$ cat config.mk
export PLATFORM = sky130hd
export DESIGN_NAME = vfu_sqrt
export DESIGN_NICKNAME = d
export VERILOG_FILES = /design/src/hdl/vfu_pkg.sv /design/src/hdl/vfu_sqrt.sv
export SDC_FILE = /design/constraint.sdc
export NUM_CORES = 2
export LEC_CHECK = 0
export BUFFER_PORTS_ARGS = -buffer_cell sky130_fd_sc_hd__buf_4
export CORE_UTILIZATION = 45
export DETAILED_ROUTE_END_ITERATION = 16
export GPL_ROUTABILITY_DRIVEN = 1
export MAX_ROUTING_LAYER = met4
export SYNTH_ARGS = -nofsm -noshare
export SYNTH_HDL_FRONTEND = slang
export SYNTH_SLANG_ARGS = --single-unit
$ cat constraint.sdc
create_clock -name clk -period 3.5 [get_ports clk]
set_clock_uncertainty 0.05 [all_clocks]
set_input_delay 0 -clock clk [delete_from_list [all_inputs] [get_ports clk]]
set_output_delay 0 -clock clk [all_outputs]
set_load 0.01 [all_outputs]
$ cat src/hdl/vfu_pkg.sv
// ----------------------------------------------------------------------------
// vfu_pkg
// Shared widths, operation codes, sideband record and saturation helper for
// the Q16.16 three-component vector unit.
// ----------------------------------------------------------------------------
package vfu_pkg;

  localparam int WORD_W       = 32;
  localparam int FRAC_W       = 16;
  localparam int PROD_W       = 2 * WORD_W;          // one exact product
  localparam int ACC_W        = PROD_W + 2;          // sum of three products
  localparam int MAG_W        = ACC_W - FRAC_W;      // rounded magnitude
  localparam int FRONT_STAGES = 4;
  localparam int SQ_STAGES    = WORD_W;              // one root bit per stage
  localparam int SQ_REM_W     = WORD_W + 4;
  localparam int DIV_STAGES   = WORD_W + FRAC_W;     // one quotient bit per stage
  localparam int QUO_W        = DIV_STAGES;

  typedef logic signed [WORD_W-1:0] word_t;

  typedef enum logic [3:0] {
    OP_ADD   = 4'd0,
    OP_SUB   = 4'd1,
    OP_NEG   = 4'd2,
    OP_SCALE = 4'd3,
    OP_DIV   = 4'd4,
    OP_DOT   = 4'd5,
    OP_CROSS = 4'd6,
    OP_MAGSQ = 4'd7,
    OP_MAG   = 4'd8,
    OP_NORM  = 4'd9
  } op_t;

  typedef struct packed {
    logic  flt;
    word_t val;
  } res_t;

  // Travels alongside each transaction down the pipe.
  typedef struct packed {
    op_t   op;
    word_t vx;
    word_t vy;
    word_t vz;
    word_t sc;
    logic  flt;
    word_t ax;
    word_t ay;
    word_t az;
    word_t s;
  } side_t;

  // Sign and magnitude to a saturated word.
  function automatic res_t fin(input logic neg, input logic [MAG_W-1:0] mag);
    logic [MAG_W-1:0] limit;
    logic [MAG_W-1:0] m;
    res_t r;
    limit = neg ? (MAG_W'(1) << (WORD_W - 1))
                : ((MAG_W'(1) << (WORD_W - 1)) - MAG_W'(1));
    m     = mag;
    r.flt = 1'b0;
    if (mag > limit) begin
      m     = limit;
      r.flt = 1'b1;
    end
    r.val = neg ? -m[WORD_W-1:0] : m[WORD_W-1:0];
    return r;
  endfunction

endpackage

$ cat src/hdl/vfu_sqrt.sv
// ----------------------------------------------------------------------------
// vfu_sqrt
// Pipelined digit-by-digit integer square root, one root bit per stage.
// Gives the floor root and the remainder.
// ----------------------------------------------------------------------------
module vfu_sqrt (
  input  logic                           clk,
  input  logic                           rst,
  input  logic                           in_valid,
  input  logic [vfu_pkg::PROD_W-1:0]     rad,
  output logic                           out_valid,
  output logic [vfu_pkg::WORD_W-1:0]     root,
  output logic [vfu_pkg::SQ_REM_W-1:0]   rem
);

  localparam int N  = vfu_pkg::SQ_STAGES;
  localparam int RW = vfu_pkg::SQ_REM_W;

  logic                         vld    [N];
  logic [vfu_pkg::PROD_W-1:0]   rad_q  [N];
  logic [RW-1:0]                rem_q  [N];
  logic [vfu_pkg::WORD_W-1:0]   root_q [N];
  logic [vfu_pkg::PROD_W-1:0]   rad_n  [N];
  logic [RW-1:0]                rem_n  [N];
  logic [vfu_pkg::WORD_W-1:0]   root_n [N];

  always_comb begin
    logic [vfu_pkg::PROD_W-1:0] s_rad;
    logic [RW-1:0]              s_rem;
    logic [vfu_pkg::WORD_W-1:0] s_root;
    logic [RW-1:0]              r4;
    logic [RW-1:0]              trial;
    for (int k = 0; k < N; k++) begin
      if (k == 0) begin
        s_rad  = rad;
        s_rem  = '0;
        s_root = '0;
      end else begin
        s_rad  = rad_q[k-1];
        s_rem  = rem_q[k-1];
        s_root = root_q[k-1];
      end
      r4    = {s_rem[RW-3:0], s_rad[vfu_pkg::PROD_W-1 -: 2]};
      trial = RW'({s_root, 2'b01});
      if (r4 >= trial) begin
        rem_n[k]  = r4 - trial;
        root_n[k] = {s_root[vfu_pkg::WORD_W-2:0], 1'b1};
      end else begin
        rem_n[k]  = r4;
        root_n[k] = {s_root[vfu_pkg::WORD_W-2:0], 1'b0};
      end
      rad_n[k] = {s_rad[vfu_pkg::PROD_W-3:0], 2'b00};
    end
  end

  always_ff @(posedge clk) begin
    if (rst) begin
      for (int k = 0; k < N; k++)
        vld[k] <= 1'b0;
    end else begin
      vld[0] <= in_valid;
      for (int k = 1; k < N; k++)
        vld[k] <= vld[k-1];
    end
    rad_q  <= rad_n;
    rem_q  <= rem_n;
    root_q <= root_n;
  end

  assign out_valid = vld[N-1];
  assign root      = root_q[N-1];
  assign rem       = rem_q[N-1];

`ifndef SYNTHESIS
  // floor root: remainder never exceeds twice the root
  a_rem_bound: assert property (@(posedge clk) disable iff (rst)
    out_valid |-> rem <= RW'({root, 1'b0}))
    else $error("sqrt remainder out of range");
`endif

endmodule

==> out/results.ini <==
[final_layout]
finish.utilization_pct = 53.0
drive_gt1_share_pct = 9.15
seq_area_um2 = 51600
fin_nets = 10400
syn2layout_area_growth_pct = 16.6
fill_cells = 18600
finalNonFillerCells = 12800
multi_input_area_um2 = 39500

[floorplan]
core_um2 = 208000
rows = 167
dieHeight_um = 460
io_pins = 136
die-area_um2 = 212000
start_util_pct = 45.4
fp.dieW_um = 460

[timing]
post-route-period-util_pct = 96.7
min_period_ns = 3.38
final-hold-violation-count = 0
fmax_ghz = 0.295
slew-limit-headroom_pct = 31.1
report.final.setup_viol = 0
drv_slew = 0
tightest_slew_ns = 1.03

[placed_design]
place_hpwl_um = 159000
place.gp.congestion = 0.884
dp_cells = 12200
portBuffers = 135

[logic_synthesis]
synthCells = 9332
synth_area_leaders = dfxtp_1 (55%), ha_1 (7.5%), xnor2_1 (4.1%)
ys_seq_area_share_pct = 54.6
ys_ff_latch = 2577
synth_cell_types = 87
synthesis.area_um2 = 94500
synthArstFlopShare_pct = 0
synth.most_common_cell = dfxtp_1
synth_nets = 9966
synth_ff_type = dfxtp_1
netlist_top_cells_count = dfxtp_1 (2577), inv_1 (705), a21oi_1 (620), nand2_1 (617), nor2_1 (580)
yosys_warnings = 0
synth_area_per_cell_um2 = 10.1
synth_edf_count = 0
synth.top_cell.area_share_pct = 54.6
yosys.area.top_type = dfxtp_1

[global_route]
overflow = 0
grt_pass1_vias = 63600
antenna_found_initial = 8
grt_first_pass_wirelength_um = 332000
track_usage_pct = 20.0
grt_max_degree = 58

[clock_tree]
cts.sinks = 2577
cts_made_buffers = 284
clockBufferDepth = 4
cts_tree = yes
htreeDepth = 5
clock_latency_ns = 0.92
clk_pin_slew_ns = 0.06
root_buffer = clkbuf_16

[power_and_ir_drop]
intPower_mw = 58.5
seqPwrFrac_pct = 46.8
p_comb_share_pct = 17.0
power.leakage_nw = 50.8
p_sw_mw = 22.8
peakVddDrop_mv = 0.680
clockPowerShare_pct = 36.2
power_density_nw_per_um2 = 739
sw_frac_of_total_pct = 28.0

[detailed_routing]
ant_nets = 0
dr_total_vias = 64800
avgRoutedWirePerCell_um = 16.4
vias_per_cell = 5.06
drtIter0Drc = 3435
dr.pass1.iters = 6
wirelength_um = 209000
drc_errors = 0

[critical_path]
required_ns = 4.23
reg2reg_slack_ns = 0.12
start_kind = flop
cp_max_fo = 6
crit_path_top_delay_cell = or4_4
cp-end-kind = flop
arrival_ns = 4.12
path_cells = or4_4, or4_4, or3_1, or3_1, or3_4, nor3_4, or3_2, nor2_1, xor2_1
criticalPathCategory = reg2reg
cp_slowest_stage_delay_ns = 0.58

[flow_run]
cap_violations = 0

[min_path]
hold_class = in2reg

[run_status]
status = completed

metrics by stage:
step | setup slack, ns | hold WS, ns | power, mW | setup TNS [ns] | cell area (um^2)
floorplan | 0.165 | -0.0223 | 47.7 | 0 | 94500
global placement | 0.0167 | 0.0543 | 52.2 | 0 | 99200
detailed placement | 0.0114 | 0.0556 | 52.4 | 0 | 99200
CTS | 0.0143 | 0.126 | 82.3 | 0 | 110000
global route | -0.00783 | 0.162 | 85.7 | -0.0267 | 110000
finish | 0.115 | 0.203 | 81.3 | 0 | 110000
path summary, 6_finish.rpt:
kind	start	endpoint	depth (start not counted)
setup / recovery	rem_q[876]$_DFF_P_	rem_q[841]$_DFF_P_	9
hold / removal	rad[7]	rad_n[1931]$_DFF_P_	3
setup reg to reg	rem_q[876]$_DFF_P_	rem_q[841]$_DFF_P_	9
hold reg to reg	rad_n[1259]$_DFF_P_	rad_n[1197]$_DFF_P_	0
cells by family (layout without fill, tap and decap cells):
logic type | after synthesis | count (layout) | synth area share, %
buffers and inverters | 925 | 1602 | 3.84
flip-flops | 2577 | 2577 | 54.6
other | 1 | 5 | 0.00397
adder cells (fa/ha/maj) | 567 | 567 | 7.51
AO/OA/AOI/OAI | 1882 | 1882 | 12.2
XOR/XNOR | 875 | 875 | 8.11
multiplexers | 88 | 88 | 1.04
AND/OR/NAND/NOR | 2417 | 2418 | 12.7
worst max-delay path: cells and delay by family (launching register included):
kind | cells | cell delay, ns
AND/OR/NAND/NOR | 8 | 2.76
flip-flops | 1 | 0.34
XOR/XNOR | 1 | 0.14
power by group through the flow:
stage          logic, mW  clock network [mW]  registers (mW)
2_1_floorplan       10.6                   0            37.1
3_3_place_gp        13.5                   0            38.7
3_5_place_dp        13.6                   0            38.7
4_1_cts             13.8                30.4            38.2
5_1_grt             15.4                31.6            38.7
6_report            13.8                29.4            38.1
layout make-up:
cell class              instances  area share, %
clock buffers                 392           7.56
flip-flops and latches       2577           46.8
repair buffers                405           3.17
inverters                     710           2.42
clock inverters                95          0.993
well taps                    2788           3.17
diodes                          4        0.00909
multi-input cells            5831           35.8
state kept, by name, indices dropped and copies added (netlist names):
register and count:
rem_q 989, rem 36, root_q 496, root 32, vld 32, rad_n 930, rad_q 62
cell usage in the layout, fill, tap and decap left out, types with 114 or more instances in the layout:
master         instances
dfxtp_1             2577
inv_1                705
nand2_1              617
a21oi_1              617
nor2_1               580
ha_1                 567
o21ai_0              502
xnor2_1              447
xor2_1               428
clkbuf_16            291
buf_4                258
nor3_1               225
a21o_1               208
nand3_1              158
dlygate4sd3_1        134
nor4_1               114
routing by layer:
layer  track usage (%)  up-vias  share of wire [%]
li1                  -    32900                  -
met1              23.5    30200                 43
met5                 -        -                  0
met3              3.00      459                4.1
met4              7.26        0                3.3
met2              34.6     1295                 49
timing repair:
action / 4_1_cts / 5_1_grt
endpoints found under the hold margin: 97 / 0
pin swaps: 0 / 4
setup buffers: 0 / 2
gates resized for setup: 1 / 32
setup endpoints to repair: 4 / 84
hold buffers: 134 / 0
gates cloned: 0 / 3
Power figures use the tool's default switching activity.
